## config.mk

```make
export PLATFORM = sky130hd
export DESIGN_NAME = stx_etx_bcc_frame_parser
export DESIGN_NICKNAME = d
export VERILOG_FILES = /design/src/hw/rtl/sebfp_pkg.sv /design/src/hw/rtl/sebfp_in_stage.sv /design/src/hw/rtl/sebfp_core.sv /design/src/hw/rtl/sebfp_out_stage.sv /design/src/hw/rtl/stx_etx_bcc_frame_parser.sv
export VERILOG_INCLUDE_DIRS = /design/src /design/src/hw/rtl
export SDC_FILE = /design/constraint.sdc
export NUM_CORES = 1
export LEC_CHECK = 0
export BUFFER_PORTS_ARGS = -buffer_cell sky130_fd_sc_hd__buf_2
export CORE_MARGIN = 2
export CORE_UTILIZATION = 51
export CTS_BUF_LIST = sky130_fd_sc_hd__clkbuf_4 sky130_fd_sc_hd__clkbuf_8
export CTS_CLUSTER_DIAMETER = 40
export DETAILED_ROUTE_END_ITERATION = 6
export GPL_TIMING_DRIVEN = 0
export PLACE_DENSITY = 0.71
export SKIP_CTS_REPAIR_TIMING = 1
export SLEW_MARGIN = 20
export SYNTH_ARGS = -nofsm -noshare
export SYNTH_HDL_FRONTEND = slang
export SYNTH_SLANG_ARGS = --single-unit
```

## constraint.sdc

```tcl
create_clock -name clk -period 4.3 [get_ports clk]
set_clock_uncertainty 0.2 [all_clocks]
set_input_delay 0.86 -clock clk [delete_from_list [all_inputs] [get_ports clk]]
set_output_delay 0.86 -clock clk [all_outputs]
set_load 0.01 [all_outputs]
```

## src/hw/rtl/stx_etx_bcc_frame_parser_defines.svh

```systemverilog
// ---------------------------------------------------------------------------
// stx_etx_bcc_frame_parser_defines
// assertion macros shared by the frame parser rtl
// ---------------------------------------------------------------------------
`ifndef STX_ETX_BCC_FRAME_PARSER_DEFINES_SVH
`define STX_ETX_BCC_FRAME_PARSER_DEFINES_SVH

// concurrent check, masked while reset is high
`define SEBFP_ASSERT(lbl, clk_sig, rst_sig, prop) \
  lbl: assert property (@(posedge clk_sig) disable iff (rst_sig) (prop)) \
    else $error("frame parser assertion failed");

// concurrent check that also holds across reset
`define SEBFP_ASSERT_ALWAYS(lbl, clk_sig, prop) \
  lbl: assert property (@(posedge clk_sig) (prop)) \
    else $error("frame parser assertion failed");

`endif

```

## src/hw/rtl/sebfp_pkg.sv

```systemverilog
// ---------------------------------------------------------------------------
// sebfp_pkg
// types and constants of the stx/etx frame parser with xor block check
// ---------------------------------------------------------------------------
`default_nettype none

package sebfp_pkg;

  // framing bytes
  localparam logic [7:0] FRAME_HEAD = 8'h02;
  localparam logic [7:0] FRAME_TAIL = 8'h03;

  // configuration register indexes
  localparam int unsigned CFG_IDX_W = 1;
  localparam logic [CFG_IDX_W-1:0] CFG_ID_MIN = 1'b0;
  localparam logic [CFG_IDX_W-1:0] CFG_ID_MAX = 1'b1;

  // parser phase
  typedef enum logic [2:0] {
    PH_HEAD   = 3'd0,
    PH_LENGTH = 3'd1,
    PH_ID     = 3'd2,
    PH_DATA   = 3'd3,
    PH_TAIL   = 3'd4
  } phase_t;

  // per-word status code
  typedef enum logic [2:0] {
    ST_IDLE      = 3'd0,
    ST_DATA      = 3'd1,
    ST_OK        = 3'd2,
    ST_BAD_ID    = 3'd3,
    ST_BAD_CHECK = 3'd4,
    ST_BAD_TAIL  = 3'd5,
    ST_HEAD      = 3'd6
  } status_t;

  // one result word
  typedef struct packed {
    status_t    status;
    logic [7:0] data_byte;
    logic [7:0] data_index;
    logic [7:0] frame_id;
    logic [7:0] frame_length;
  } result_t;

endpackage

`default_nettype wire

```

## src/hw/rtl/sebfp_in_stage.sv

```systemverilog
// ---------------------------------------------------------------------------
// sebfp_in_stage
// input register holding one received byte until the parser takes it
// ---------------------------------------------------------------------------
`default_nettype none

module sebfp_in_stage (
  input  wire logic       clk,
  input  wire logic       rst,
  input  wire logic       in_valid,
  output logic            in_ready,
  input  wire logic [7:0] in_byte,
  input  wire logic       take,
  output logic            hold_valid,
  output logic [7:0]      hold_byte
);

  // free slot, or the held word leaves this cycle
  assign in_ready = !hold_valid || take;

  // valid flag
  always_ff @(posedge clk) begin
    if (rst) begin
      hold_valid <= 1'b0;
    end else if (in_ready) begin
      hold_valid <= in_valid;
    end
  end

  // payload
  always_ff @(posedge clk) begin
    if (in_ready && in_valid) begin
      hold_byte <= in_byte;
    end
  end

endmodule

`default_nettype wire

```

## src/hw/rtl/sebfp_core.sv

```systemverilog
// ---------------------------------------------------------------------------
// sebfp_core
// frame state, id range registers and per-byte result logic
// ---------------------------------------------------------------------------
`default_nettype none

module sebfp_core (
  input  wire logic                            clk,
  input  wire logic                            rst,
  input  wire logic                            cfg_we,
  input  wire logic [sebfp_pkg::CFG_IDX_W-1:0] cfg_index,
  input  wire logic [7:0]                      cfg_data,
  input  wire logic                            step,
  input  wire logic [7:0]                      rx_byte,
  output sebfp_pkg::result_t                   res
);
  import sebfp_pkg::*;

  logic [7:0] valid_id_min;
  logic [7:0] valid_id_max;
  phase_t     phase, phase_next;
  logic [7:0] check_acc, check_acc_next;
  logic [7:0] length_reg, length_reg_next;
  logic [7:0] position, position_next;
  logic [7:0] id_reg, id_reg_next;
  status_t    status;
  logic [7:0] dbyte;
  logic [7:0] dindex;
  logic       id_ok;
  logic       in_data;

  // id range registers
  always_ff @(posedge clk) begin
    if (rst) begin
      valid_id_min <= 8'h00;
      valid_id_max <= 8'hFF;
    end else if (cfg_we) begin
      unique case (cfg_index)
        CFG_ID_MIN: valid_id_min <= cfg_data;
        CFG_ID_MAX: valid_id_max <= cfg_data;
        default:    ;
      endcase
    end
  end

  assign id_ok   = (rx_byte >= valid_id_min) && (rx_byte <= valid_id_max);
  // data field runs while position + 2 < total length
  assign in_data = ({1'b0, position} + 9'd2) < {1'b0, length_reg};

  // next state and result
  always_comb begin
    phase_next      = phase;
    check_acc_next  = check_acc;
    length_reg_next = length_reg;
    position_next   = position;
    id_reg_next     = id_reg;
    status          = ST_IDLE;
    dbyte           = 8'h00;
    dindex          = 8'h00;
    unique case (phase)
      PH_LENGTH: begin
        length_reg_next = rx_byte;
        check_acc_next  = check_acc ^ rx_byte;
        position_next   = 8'd2;
        phase_next      = PH_ID;
      end
      PH_ID: begin
        if (id_ok) begin
          id_reg_next    = rx_byte;
          check_acc_next = check_acc ^ rx_byte;
          position_next  = 8'd3;
          phase_next     = PH_DATA;
        end else begin
          status     = ST_BAD_ID;
          phase_next = PH_HEAD;
        end
      end
      PH_DATA: begin
        priority if (in_data) begin
          check_acc_next = check_acc ^ rx_byte;
          status         = ST_DATA;
          dbyte          = rx_byte;
          dindex         = position - 8'd3;
          position_next  = position + 8'd1;
        end else if (rx_byte == check_acc) begin
          position_next = position + 8'd1;
          phase_next    = PH_TAIL;
        end else begin
          status     = ST_BAD_CHECK;
          phase_next = PH_HEAD;
        end
      end
      PH_TAIL: begin
        status     = (rx_byte == FRAME_TAIL) ? ST_OK : ST_BAD_TAIL;
        phase_next = PH_HEAD;
      end
      default: begin
        phase_next = PH_HEAD;
        if (rx_byte == FRAME_HEAD) begin
          check_acc_next  = 8'h00;
          length_reg_next = 8'h00;
          position_next   = 8'd1;
          status          = ST_HEAD;
          phase_next      = PH_LENGTH;
        end
      end
    endcase
  end

  // state register
  always_ff @(posedge clk) begin
    if (rst) begin
      phase      <= PH_HEAD;
      check_acc  <= 8'h00;
      length_reg <= 8'h00;
      position   <= 8'h00;
      id_reg     <= 8'h00;
    end else if (step) begin
      phase      <= phase_next;
      check_acc  <= check_acc_next;
      length_reg <= length_reg_next;
      position   <= position_next;
      id_reg     <= id_reg_next;
    end
  end

  assign res.status       = status;
  assign res.data_byte    = dbyte;
  assign res.data_index   = dindex;
  assign res.frame_id     = id_reg_next;
  assign res.frame_length = length_reg_next;

endmodule

`default_nettype wire

```

## src/hw/rtl/sebfp_out_stage.sv

```systemverilog
// ---------------------------------------------------------------------------
// sebfp_out_stage
// result register toward the downstream side
// ---------------------------------------------------------------------------
`default_nettype none

module sebfp_out_stage (
  input  wire logic               clk,
  input  wire logic               rst,
  input  wire logic               load,
  input  sebfp_pkg::result_t      res_in,
  output logic                    out_valid,
  input  wire logic               out_ready,
  output sebfp_pkg::result_t      res_out
);
  import sebfp_pkg::*;

  // valid flag: set on load, cleared when taken
  always_ff @(posedge clk) begin
    if (rst) begin
      out_valid <= 1'b0;
    end else if (load) begin
      out_valid <= 1'b1;
    end else if (out_ready) begin
      out_valid <= 1'b0;
    end
  end

  // payload
  always_ff @(posedge clk) begin
    if (load) begin
      res_out <= res_in;
    end
  end

endmodule

`default_nettype wire

```

## src/hw/rtl/stx_etx_bcc_frame_parser.sv

```systemverilog
// ---------------------------------------------------------------------------
// stx_etx_bcc_frame_parser
// parses stx / length / id / data / xor check / etx frames, one byte a word
// ---------------------------------------------------------------------------
// channel   dir  signals                     contents
// s_axis    in   s_tvalid s_tready s_tdata   received byte
// m_axis    out  m_tvalid m_tready m_tdata   status word per byte
//                m_tuser
// cfg       in   cfg_we cfg_index cfg_data   id range registers
//
// one word per cycle sustained while m_tready does not stall; each accepted input
// word passes the input register, then the state update into the result register.
// the state update of phase, check and position sets the rate.
// rst is synchronous, active high; clears state and id range to 0..255.
// a stalled m_tready holds the result and, once the input register is full,
// drops s_tready.
// ---------------------------------------------------------------------------
`default_nettype none
`include "stx_etx_bcc_frame_parser_defines.svh"

module stx_etx_bcc_frame_parser (
  input  wire logic                            clk,
  input  wire logic                            rst,
  input  wire logic                            s_tvalid,
  output logic                                 s_tready,
  input  wire logic [7:0]                      s_tdata,   // [7:0] rx_byte
  output logic                                 m_tvalid,
  input  wire logic                            m_tready,
  output logic [31:0]                          m_tdata,   // [7:0] data_byte,
                                                          // [15:8] data_index,
                                                          // [23:16] frame_id,
                                                          // [31:24] frame_length
  output logic [2:0]                           m_tuser,   // [2:0] status
  input  wire logic                            cfg_we,
  input  wire logic [sebfp_pkg::CFG_IDX_W-1:0] cfg_index,
  input  wire logic [7:0]                      cfg_data
);
  import sebfp_pkg::*;

  logic       hold_valid;
  logic [7:0] hold_byte;
  logic       advance;
  result_t    res_core;
  result_t    res_out;

  // byte moves into the result register when that slot is free or emptying
  assign advance = hold_valid && (!m_tvalid || m_tready);

  sebfp_in_stage u_in (
    .clk        (clk),
    .rst        (rst),
    .in_valid   (s_tvalid),
    .in_ready   (s_tready),
    .in_byte    (s_tdata),
    .take       (advance),
    .hold_valid (hold_valid),
    .hold_byte  (hold_byte)
  );

  sebfp_core u_core (
    .clk       (clk),
    .rst       (rst),
    .cfg_we    (cfg_we),
    .cfg_index (cfg_index),
    .cfg_data  (cfg_data),
    .step      (advance),
    .rx_byte   (hold_byte),
    .res       (res_core)
  );

  sebfp_out_stage u_out (
    .clk       (clk),
    .rst       (rst),
    .load      (advance),
    .res_in    (res_core),
    .out_valid (m_tvalid),
    .out_ready (m_tready),
    .res_out   (res_out)
  );

  // output packing
  assign m_tuser = res_out.status;
  assign m_tdata = {res_out.frame_length, res_out.frame_id,
                    res_out.data_index, res_out.data_byte};

  // checks
  `SEBFP_ASSERT_ALWAYS(a_reset_empty, clk, rst |=> (!m_tvalid && !hold_valid))
  `SEBFP_ASSERT(a_payload_only_data, clk, rst,
    (m_tvalid && (m_tuser != ST_DATA)) |-> (m_tdata[15:0] == 16'h0000))
  `SEBFP_ASSERT(a_head_clears_length, clk, rst,
    (m_tvalid && (m_tuser == ST_HEAD)) |-> (m_tdata[31:24] == 8'h00))
  `SEBFP_ASSERT(a_hold_kept, clk, rst, (hold_valid && !advance) |=> hold_valid)

endmodule

`default_nettype wire
```

Word-level counts from Yosys, hierarchy flattened. Index checks and enable logic that the tools add are counted. Widths: inputs -> output; s select.

$add $sub $neg: 3. Magnitude comparators: 3. Eq/ne operators: 11. Mux-type cells: 26. Bitwise operators: 3. Reduce and logical (&&, ||, !) cells: 16.

Operators with widths (count): $mux 8 (10); $pmux 8 s4 (2); $pmux 3 s4 (2); $mux 3 (6); $eq 8x2->1 const B (2); $pmux 8 s2 (1); $reduce_and 5->1 (2); $add 8x2->9 const B (1); $lt 9x8->1 (1); $add 8x1->8 const B (1); $eq 8x8->1 (1); $ge 8x8->1 (1); $le 8x8->1 (1); $reduce_and 2->1 (4); $sub 8x2->8 const B (1); $xor 8x8->8 (1); $eq 3x2->1 const B (2); $mux 2 (2); $ne 2x1->1 const B (2); $reduce_bool 4->1 (1); $eq 3x1->1 const B (1); $eq 3x3->1 const B (1); $logic_and 1x1->1 (3); $mux 1 (3); other kinds (7) (10).

Register bits after elaboration: 96. Bits of input ports: 22. Output and inout bits: 37. Logic and storage cells: 77.

Depth between registers and ports, before layout. Gate-level depths: netlist (run 1).

Word-level depth: 5. Gate-level depth with buffers: 12. Depth with buffers taken out: 10.

Cells and area by module. A second synthesis (run 1) with hierarchy kept.

Cells, all modules: 521. Area total of the unflattened synthesis: 4849.7 um2.

By module, submodules not included: sebfp_core (instances 1, cells an instance 467, area an instance 3453.3 um2, sequential area each 1021.0 um2); sebfp_out_stage (instances 1, cells an instance 39, area an instance 1089.8 um2, sequential area each 1071.0 um2); sebfp_in_stage (instances 1, cells an instance 13, area an instance 295.3 um2, sequential area each 260.2 um2); stx_etx_bcc_frame_parser (instances 1, cells an instance 2, area an instance 11.3 um2, sequential area each 0.0 um2).

Least setup slack after synthesis (run 1). OpenSTA, ideal clock, no wires.

Path kind: input -> register. Start: input port m_tready. End: register u_core.check_acc[0]. Library setup time: 0.096 ns. Data arrival time: 2.953 ns. Required time: 4.004 ns. Slack: 1.051 ns. Stages: 7. Buffers on the path: 1. Path through: nand2b_1 -> nand2_1 -> inv_1 -> nand2_2 -> or4_1 -> buf_4 -> o41ai_2.

Cells in the longest elaborated chain, start to end: 3.

Ends and longest elaborated chain: start: declaration (line stx_etx_bcc_frame_parser.sv:28) `input wire logic m_tready,`; $logic_or 1x1->1 (line stx_etx_bcc_frame_parser.sv:47) `assign advance = hold_valid && (!m_tvalid || m_tready);`; $logic_and 1x1->1 (line stx_etx_bcc_frame_parser.sv:47); net advance (line stx_etx_bcc_frame_parser.sv:42) `logic advance;`; $reduce_and 5->1 (no line); end signal: assignment (line sebfp_core.sv:120) `check_acc <= check_acc_next;`; end: declaration (line sebfp_core.sv:22) `logic [7:0] check_acc, check_acc_next;`.

The timed path passes the listed nets, and every way through them passes these cells. A chain may end at the register's enable or synchronous reset.

==> results of run 1 <==
## area by class of cell
| cell class | count | area, µm² | area share [%] |
|---|---|---|---|
| plain buffers | 33 | 156 | 2.79 |
| multi-input cells | 342 | 2320 | 41.4 |
| inverters | 41 | 154 | 2.74 |
| clock inverters | 6 | 43.8 | 0.780 |
| clock buffers | 10 | 131 | 2.34 |
| well taps | 133 | 166 | 2.96 |
| repair buffers | 57 | 285 | 5.08 |
| flip-flops and latches | 96 | 2350 | 41.9 |
## cell usage after synthesis (5+ instances only)
cell       n
nand3_1   28
edfxtp_1  43
nor2_1    43
dfxtp_1   53
o21ai_0    8
nand2_1   58
o311ai_1   9
clkbuf_1  19
mux2_1     9
inv_1     39
xnor2_1    9
a21oi_1   24
nand4_1    6
mux2i_1    9
a22oi_1    9
o41ai_2    8
nand2b_1   6
nor2b_1    5
a22o_1     8
xor2_1    11
nor3_1     6
buf_2      8
o21ai_1    8
ha_1      26
## worst max-delay path, delay by kind of cell (launching register included)
| kind | cells | cell delay [ns] |
|---|---|---|
| muxes | 1 | 0.39 |
| buffers and inverters | 2 | 0.62 |
| AOI/OAI and AO/OA | 2 | 0.40 |
| DFF | 1 | 0.45 |
| and+or+nand+nor | 3 | 0.94 |
| adders and majority gates | 1 | 0.32 |
## power by group through the flow
stage | clock network, mW | logic [mW] | registers [mW]
floorplan | 0 | 0.113 | 1.02
global placement | 0 | 0.173 | 1.02
detailed placement | 0 | 0.179 | 1.02
CTS | 0.551 | 0.180 | 0.996
global route | 0.587 | 0.202 | 1.00
finish | 0.541 | 0.180 | 0.996
## logic make-up after synthesis
kind of cell | synth area share [%]
XOR/XNOR | 3.51
multiplexers | 3.84
AO/OA/AOI/OAI | 16.1
buffers and inverters | 6.22
adder cells (fa/ha/maj) | 6.52
flip-flops | 47.2
AND/OR/NAND/NOR | 16.7
## how the worst max path moves through the flow
stage                                             to                         from  depth (start not counted)  slack [ns]
global route              u_out.res_out[8]$_DFFE_PP_  u_in.hold_byte[0]$_DFFE_PP_                          9        0.43
CTS                       u_out.res_out[8]$_DFFE_PP_  u_in.hold_byte[0]$_DFFE_PP_                          9        0.68
finish                    u_out.res_out[8]$_DFFE_PP_  u_in.hold_byte[0]$_DFFE_PP_                          9        0.73
floorplan           u_core.check_acc[0]$_SDFFE_PP0P_                     m_tready                          7        1.05
detailed placement        u_out.res_out[8]$_DFFE_PP_  u_in.hold_byte[0]$_DFFE_PP_                          9        0.69
global placement    u_core.check_acc[0]$_SDFFE_PP0P_                     m_tready                          8        0.30
## cells in the final DEF, fill, tap and decap left out, types with 4 or more instances in the layout
| master | synthesis | layout |
|---|---|---|
| buf_2 | 8 | 65 |
| nand2_1 | 58 | 58 |
| dfxtp_1 | 53 | 53 |
| nor2_1 | 43 | 43 |
| edfxtp_1 | 43 | 43 |
| inv_1 | 39 | 38 |
| nand3_1 | 28 | 28 |
| ha_1 | 26 | 26 |
| a21oi_1 | 24 | 24 |
| clkbuf_1 | 19 | 19 |
| xor2_1 | 11 | 11 |
| mux2_1 | 9 | 9 |
| xnor2_1 | 9 | 9 |
| a22oi_1 | 9 | 9 |
| o311ai_1 | 9 | 9 |
| mux2i_1 | 9 | 9 |
| clkbuf_8 | 0 | 9 |
| o21ai_0 | 8 | 8 |
| a22o_1 | 8 | 8 |
| o21ai_1 | 8 | 8 |
| o41ai_2 | 8 | 8 |
| nand2b_1 | 6 | 6 |
| nand4_1 | 6 | 6 |
| nor3_1 | 6 | 6 |
| nor2b_1 | 5 | 5 |
| or4_1 | 4 | 4 |
| o41ai_1 | 4 | 4 |
## metal layers
layer	vias to the layer above	wire, µm	GRT usage (%)	share of wire [%]
li1	1972	-	-	-
met1	1849	4950	31.0	45
met2	155	5060	33.4	46
met3	15	721	3.66	6.6
met4	0	155	8.10	1.4
met5	-	0	0	0
## metrics by stage
step                power [mW]  cell area (µm²)  utilization, %
finish                    1.72             5610            58.2
global route              1.79             5610            58.2
CTS                       1.73             5610            58.2
detailed placement        1.20             5440            56.4
global placement          1.19             5440            56.4
floorplan                 1.13             4990               -
==> reports/results.ini, run 1 <==
[outcome]
outcome=complete, no violations

[final_layout]
drive_above_1_share_pct=17.6
final_cells=718
largest-register=u_out.res_out
layout.nets=628
largest_reg_flops=35
n_antenna_cell=0
syn_to_final_growth_pct=12.6
fillers=867

[setup_path]
cp_slowest_cell=nor2_1
critical_path_arrival_ns=3.48
critPathRequiredTime_ns=4.21
worstRegToRegCells=9
criticalPathCategory=reg2reg
worstPathMaxFanout=10
regToRegSetupSlack_ns=0.73
timing.rr.start=u_in.hold_byte[0]$_DFFE_PP_
critPathCaptureType=flip-flop
crit_chain=clkbuf_1 -> inv_1 -> ha_1 -> nand2b_1 -> a21oi_1 -> o31ai_1 -> nand3_1 -> nor2_1 -> mux2_1
start_kind=flip-flop
regToRegEndpoint=u_out.res_out[8]$_DFFE_PP_
critical_path.max_stage_delay_ns=0.62

[logic_synthesis]
ys_ff_latch=96
ys_types=56
syn-num-nets=560
synth_area_leaders=edfxtp_1 26%, dfxtp_1 21%, ha_1 6.5%
syn_inst=512
ys_warn_count=0
seq_area_frac_synth_pct=47.2
synthArstFlopShare_pct=0
synth_area_um2=4990
syn_area_per_cell_um2=9.74
yosysTopAreaCell=edfxtp_1
synth_edf_count=43
synth_ff_type=dfxtp_1
yosys.area.top_type_share_pct=25.9

[route]
drc_errors=0
wirelength_um=10900
drt_iter0_markers=333
viasPerCell=5.56
route.vias.total=3991
antenna_left=0
dr.pass1.iters=7
wl_per_cell_um=15.2

[pwr]
power_switching_mw=0.453
max-vdd-ir-drop_mv=0.156
seqPwrFrac_pct=58.0
clkPwrFrac_pct=31.5
swShare_pct=26.4
p_leak_nw=2.29
p_per_area_nw_per_um2=306
power_frac_comb_pct=10.5
intPower_mw=1.26

[worst_hold_path]
hold_depth=2
min_path_type=reg2reg
hold_path_end=u_core.id_reg[5]$_SDFFE_PP0P_
min_from=u_core.id_reg[5]$_SDFFE_PP0P_

[die]
fp.dieArea_um2=10600
coreArea_um2=9640
rows=36
io_pins=59
initial_utilization_pct=51.7
dieWidth_um=103
die_h_um=103

[sta]
rsz0062_at_grt=false
slew_viol_final=0
fin_crit_ns=3.57
relSlewSlack_pct=44.5
tns_ns=0
final_hold_viol_count=0
finalCritPeriodShare_pct=82.9
setup_viol=0
timing.fmax_mhz=280
tightestPinTransition_ns=0.826
finalWorstSetupSlack_ns=0.734
hold-worst-slack_ns=0.262

[clock_tree]
cts_root_buf=clkbuf_8
cts_sinks=96
htree_levels=3
cts.clk_slew.worst_paths_ns=0.08
cts_tree=built
clkLatencyLatePin_ns=0.37
clk_path_buf_depth=2
cts_buffers=9

[placement]
gp_congestion=0.885
placement.io_buffers=57
hpwl_um=8080
place_ws_ns=0.687
dp_cells=702

[run]
cap_viol_max_count=0

[grt]
grt_max_degree=38
grt_pass1_vias=3608
grt_pass1_wl_um=17700
grt_usage_pct=21.7
grt-ovfl-total=0
antenna_found_initial=0

Note: power is estimated with default switching activity, not from simulation.
==> inputs of run 2 (changes only) <==
PLACE_DENSITY = 0.74   (was 0.71)
clock period = 3 ns   (was 4.3 ns; I/O delays follow)
==> run 2 against run 1 <==
Compared with the run above:
- the run now ends with negative setup slack left
- routed wire length up 14%
- sequential share of layout area down 3.6 points
- utilization up 5.8 points
- worst hold slack worse by 0.068 ns
- final cell count up 3.2%
- fmax up 18%
- combinational power up 62%
- global-route usage up 1.0 points
==> reports/results.ini, run 2 (synthesis results as in run 1) <==
[sta]
relSlewSlack_pct=36.8  ; -7.7 points
final_hold_viol_count=0  ; unchanged
fin_crit_ns=3.01  ; -0.553 ns
finalCritPeriodShare_pct=100  ; +18 points
finalWorstSetupSlack_ns=-0.0136  ; -0.747 ns
tightestPinTransition_ns=0.948  ; +0.122 ns
rsz0062_at_grt=true
timing.fmax_mhz=332  ; +18%
slew_viol_final=0  ; unchanged
setup_viol=2  ; +2
tns_ns=-0.0242  ; -0.0242 ns

[final_layout]
largest_reg_flops=35  ; unchanged
multi_input_area_um2=2610  ; +12%
final_cell_mix=63 x buf_2, 57 x nand2_1, 48 x dfxtp_1
drive_above_1_share_pct=27.3  ; +9.7 points
syn_to_final_growth_pct=23.7
n_antenna_cell=0  ; unchanged
largest-register=u_out.res_out
fillers=801  ; -7.6%
mostFrequentLayoutCell=buf_2
regArea_um2=2360  ; +0.37%
layout.nets=651  ; +3.7%

[die]
initial_utilization_pct=51.7  ; unchanged
fp.dieArea_um2=10600  ; unchanged
coreArea_um2=9640  ; unchanged
die_h_um=103  ; unchanged
io_pins=59  ; unchanged
dieWidth_um=103  ; unchanged
rows=36  ; unchanged

[route]
drt_iter0_markers=322  ; -3.3%
viasPerCell=5.74  ; +3.3%
wirelength_um=12400  ; +14%
route.vias.total=4253  ; +6.6%
drc_errors=0  ; unchanged
dr.pass1.iters=5  ; -2
wl_per_cell_um=16.8  ; +11%
antenna_left=0  ; unchanged

[grt]
grt-ovfl-total=0  ; unchanged
grt_usage_pct=22.7  ; +1.0 points
antenna_found_initial=0  ; unchanged
grt_pass1_vias=3721  ; +3.1%
grt_pass1_wl_um=18300  ; +3.2%
grt_max_degree=38  ; unchanged

[setup_path]
worstPathMaxFanout=9  ; -1
critPathCaptureType=flip-flop
critPathRequiredTime_ns=3.06  ; -1.15 ns
critical_path_arrival_ns=3.07  ; -0.41 ns
start_kind=flip-flop
criticalPathCategory=reg2reg

[placement]
gp_congestion=0.939  ; +6.1%
hpwl_um=8370  ; +3.5%
placement.io_buffers=57  ; unchanged

[clock_tree]
cts_root_buf=clkbuf_8
cts_sinks=96  ; unchanged
htree_levels=3  ; unchanged
clkLatencyLatePin_ns=0.37  ; about the same
clk_path_buf_depth=2  ; unchanged
cts_tree=built
cts_buffers=9  ; unchanged
cts.clk_slew.worst_paths_ns=0.09  ; about the same

[run]
cap_viol_max_count=0  ; unchanged

[pwr]
seqPwrFrac_pct=56.7  ; -1.3 points
swShare_pct=25.5  ; -0.84 points
clkPwrFrac_pct=31.7  ; +0.2 points
p_leak_nw=2.54  ; +11%
p_per_area_nw_per_um2=408  ; +33%
intPower_mw=1.87  ; +48%
power_frac_comb_pct=11.6  ; +1.1 points
power_mw=2.52  ; +47%
max-vdd-ir-drop_mv=0.272  ; +74%
power_switching_mw=0.643  ; +42%

[worst_hold_path]
min_path_type=in2reg

[outcome]
outcome=finished, violations left
violations=negative setup slack

run 2: cell types whose count changed in the layout (fill, tap and decap cells not counted), sizes merged:
cell / previous run / this run
buf: 71 / 98
clkbuf: 29 / 28
clkinv: 1 / 2
inv: 43 / 41
clkinvlp: 3 / 1
run 2: per-layer routing:
| layer | share of wire (%) | global-route usage [%] | vias to the layer above |
|---|---|---|---|
| met3 | 7.9 | 3.19 | 24 |
| met2 | 47 | 35.3 | 191 |
| li1 | - | - | 2011 |
| met5 | 0 | 0 | - |
| met1 | 43 | 31.2 | 2027 |
| met4 | 2.2 | 11.5 | 0 |
run 2: power groups by stage:
| stage | Combinational (mW) | Clock [mW] | Sequential [mW] |
|---|---|---|---|
| after floorplan | 0.162 | 0 | 1.46 |
| after global placement | 0.249 | 0 | 1.46 |
| after detailed placement | 0.259 | 0 | 1.46 |
| after CTS | 0.260 | 0.805 | 1.43 |
| after global routing | 0.320 | 0.847 | 1.43 |
| final | 0.291 | 0.799 | 1.43 |
run 2: layout make-up:
cell class / instances / share of cell area [%]
buffer: 31 / 3.02
clock buffer: 13 / 2.70
clock inverter: 3 / 0.264
inverter: 41 / 2.60
multi-input combinational: 342 / 42.3
sequential: 96 / 38.3
tap: 133 / 2.70
timing repair buffer: 82 / 8.13
run 2: final timing paths:
check | start | end | cells past startpoint | slack [ns]
max reg2reg | u_core.position[2]$_SDFFE_PP0P_ | u_core.position[6]$_SDFFE_PP0P_ | 12 | -0.01
max | u_core.position[2]$_SDFFE_PP0P_ | u_core.position[6]$_SDFFE_PP0P_ | 12 | -0.01
min reg2reg | u_core.id_reg[1]$_SDFFE_PP0P_ | u_core.id_reg[1]$_SDFFE_PP0P_ | 2 | 0.26
min | s_tdata[2] | u_in.hold_byte[2]$_DFFE_PP_ | 1 | 0.19
run 2: through the flow:
stage	instances	utilization (%)	cell area (µm²)	worst slack [ns]	hold slack [ns]
final	741	64.0	6170	-0.0136	0.194
after global routing	741	64.0	6170	-0.0971	0.193
after CTS	718	58.3	5620	-0.603	0.187
after detailed placement	702	56.4	5440	-0.596	0.247
after global placement	702	56.4	5440	-0.741	0.239
after floorplan	512	-	4990	0.0113	0.231
run 2: critical path, stage by stage (launching register included):
cell and delay (ns):
dfxtp_2 0.36, buf_6 0.11, nand3_4 0.10, nor2_4 0.10, xor2_1 0.18, ha_1 0.28, a21oi_1 0.15, nand2_1 0.10
a211oi_4 0.32, buf_4 0.18, a21oi_4 0.10, or3_4 0.42, o41ai_2 0.30
==> inputs of run 3 (changes only) <==
CAP_MARGIN = 25   (was default)
SETUP_SLACK_MARGIN = 0.4   (was default)
==> run 3 against run 2 <==
Compared with the run above:
- the run still ends with negative setup slack left
- non-clock buffer count rose by 6
- fmax down 2.5%
- routed wire length increased by 5.5%
- power rose by 4.5%
- design area grew 6.6%
- via count grew 1.6%
- global-route usage up 0.29 points
- utilization up 4.2 points
- first-iteration DRC count fell by 3.1%
- worst hold slack worse by 0.0027 ns
- final cell count increased by 0.94%
- critical path depth unchanged
==> reports/results.ini, run 3 (synthesis results as in run 1) <==
[clock_tree]
clkLatencyLatePin_ns=0.38  ; about the same
cts_sinks=96  ; unchanged
htree_levels=3  ; unchanged
cts_tree=built
cts.clk_slew.worst_paths_ns=0.09  ; about the same
clk_path_buf_depth=2  ; unchanged
cts_root_buf=clkbuf_8
cts_buffers=9  ; unchanged

[sta]
tightestPinTransition_ns=1.26  ; +0.312 ns
rsz0062_at_grt=true
relSlewSlack_pct=15.4  ; -21 points
tns_ns=-0.525  ; -0.501 ns
setup_viol=10  ; +8
finalCritPeriodShare_pct=103  ; +2.6 points
fin_crit_ns=3.09  ; +0.0780 ns
finalWorstSetupSlack_ns=-0.0916  ; -0.0780 ns
slew_viol_final=0  ; unchanged
hold-worst-slack_ns=0.191  ; -0.00274 ns
final_hold_viol_count=0  ; unchanged
timing.fmax_mhz=323  ; -2.5%

[setup_path]
start_kind=flip-flop
cp_num_buf_inv=2  ; unchanged
cp_slowest_cell=or4_4
regToRegSetupSlack_ns=-0.09  ; -0.08 ns
critPathRequiredTime_ns=3.08  ; +0.02 ns
critPathCaptureType=flip-flop
criticalPathCategory=reg2reg
path_delay_family=compound AO/OA/AOI/OAI gates
worstPathMaxFanout=8  ; -1
critical_path_arrival_ns=3.18  ; +0.11 ns
critical_path.max_stage_delay_ns=0.53  ; +0.11 ns
crit_chain=buf_6 -> nand3_4 -> nor2_2 -> xor2_1 -> ha_1 -> a21oi_2 -> nand2_2 -> a211oi_4 -> a21oi_4 -> or4_4 -> buf_8 -> o41ai_4

[final_layout]
final_cell_mix=59 x buf_2, 55 x nand2_1, 49 x dfxtp_1
regArea_um2=2360  ; +0.16%
largest_reg_flops=35  ; unchanged
fillers=726  ; -9.4%
n_antenna_cell=0  ; unchanged
design_area_um2=6580  ; +6.6%
drive_above_1_share_pct=35.4  ; +8.1 points
syn_to_final_growth_pct=31.9
layout.nets=658  ; +1.1%
multi_input_area_um2=2850  ; +9.1%
mostFrequentLayoutCell=buf_2
finalCoreUtilization_pct=68.2  ; +4.2 points
largest-register=u_out.res_out

[route]
wirelength_um=13100  ; +5.5%
drc_errors=0  ; unchanged
drt_iter0_markers=312  ; -3.1%
dr.pass1.iters=5  ; unchanged
viasPerCell=5.77  ; +0.60%
route.vias.total=4319  ; +1.6%
wl_per_cell_um=17.5  ; +4.5%
antenna_left=0  ; unchanged

[placement]
gp_congestion=0.893  ; -4.9%
placement.io_buffers=57  ; unchanged
place_ws_ns=-0.337  ; +0.259 ns
postPlaceCellArea_um2=5540  ; +1.8%
hpwl_um=8330  ; -0.47%

[die]
io_pins=59  ; unchanged
rows=36  ; unchanged
die_h_um=103  ; unchanged
dieWidth_um=103  ; unchanged
fp.dieArea_um2=10600  ; unchanged
initial_utilization_pct=51.7  ; unchanged
coreArea_um2=9640  ; unchanged

[pwr]
p_per_area_nw_per_um2=400  ; -1.9%
p_leak_nw=2.61  ; +2.9%
max-vdd-ir-drop_mv=0.284  ; +4.3%

[grt]
grt_max_degree=38  ; unchanged
grt-ovfl-total=0  ; unchanged
grt_usage_pct=23.0  ; +0.29 points
grt_pass1_wl_um=18900  ; +3.2%
grt_pass1_vias=3838  ; +3.1%
antenna_found_initial=0  ; unchanged

[run]
cap_viol_max_count=0  ; unchanged

[outcome]
outcome=finished, violations left
violations=negative setup slack

[worst_hold_path]
min_path_type=in2reg

## run 3: layer usage
layer | vias to the layer above | part of all wire (%) | wire length [µm] | global-route usage (%)
li1 | 2030 | - | - | -
met1 | 2046 | 42 | 5550 | 31.6
met4 | 0 | 2.6 | 339 | 10.4
met5 | - | 0 | 0 | 0
met2 | 205 | 49 | 6380 | 35.8
met3 | 38 | 6.4 | 834 | 3.93
## run 3: worst paths after layout
check | to | depth (start not counted) | startpoint
min | u_in.hold_byte[2]$_DFFE_PP_ | 1 | s_tdata[2]
min reg2reg | u_core.valid_id_min[4]$_SDFFE_PP0P_ | 2 | u_core.valid_id_min[4]$_SDFFE_PP0P_
max reg2reg | u_core.check_acc[1]$_SDFFE_PP0P_ | 12 | u_core.position[2]$_SDFFE_PP0P_
max | u_core.check_acc[1]$_SDFFE_PP0P_ | 12 | u_core.position[2]$_SDFFE_PP0P_
## run 3: metrics by stage
stage | std cells | power [mW]
floorplan | 512 | 1.63
global placement | 702 | 1.71
detailed placement | 702 | 1.72
CTS | 718 | 2.57
global route | 748 | 2.72
finish | 748 | 2.63
## run 3: area by class of cell
cell class | count | share of cell area [%]
flip-flops and latches | 96 | 36.0
clock buffers | 10 | 2.00
repair inverters | 1 | 0.114
clock inverters | 6 | 1.03
well taps | 133 | 2.53
repair buffers | 86 | 8.81
inverters | 41 | 2.45
plain buffers | 33 | 3.79
multi-input cells | 342 | 43.3
## run 3: worst reg2reg max path: stages (launching register included)
cell,delay [ns]
dfxtp_4,0.38
buf_6,0.13
nand3_4,0.08
nor2_2,0.10
xor2_1,0.20
ha_1,0.30
a21oi_2,0.15
nand2_2,0.09
a211oi_4,0.38
a21oi_4,0.09
or4_4,0.53
buf_8,0.17
o41ai_4,0.21
## run 3: power by group
part	switching (mW)	total, mW	leakage (nW)	internal, mW
Sequential	0.0220	1.43	0.849	1.40
Combinational	0.204	0.331	1.67	0.127
Clock	0.475	0.873	0.0963	0.398
Total	0.701	2.63	2.61	1.93
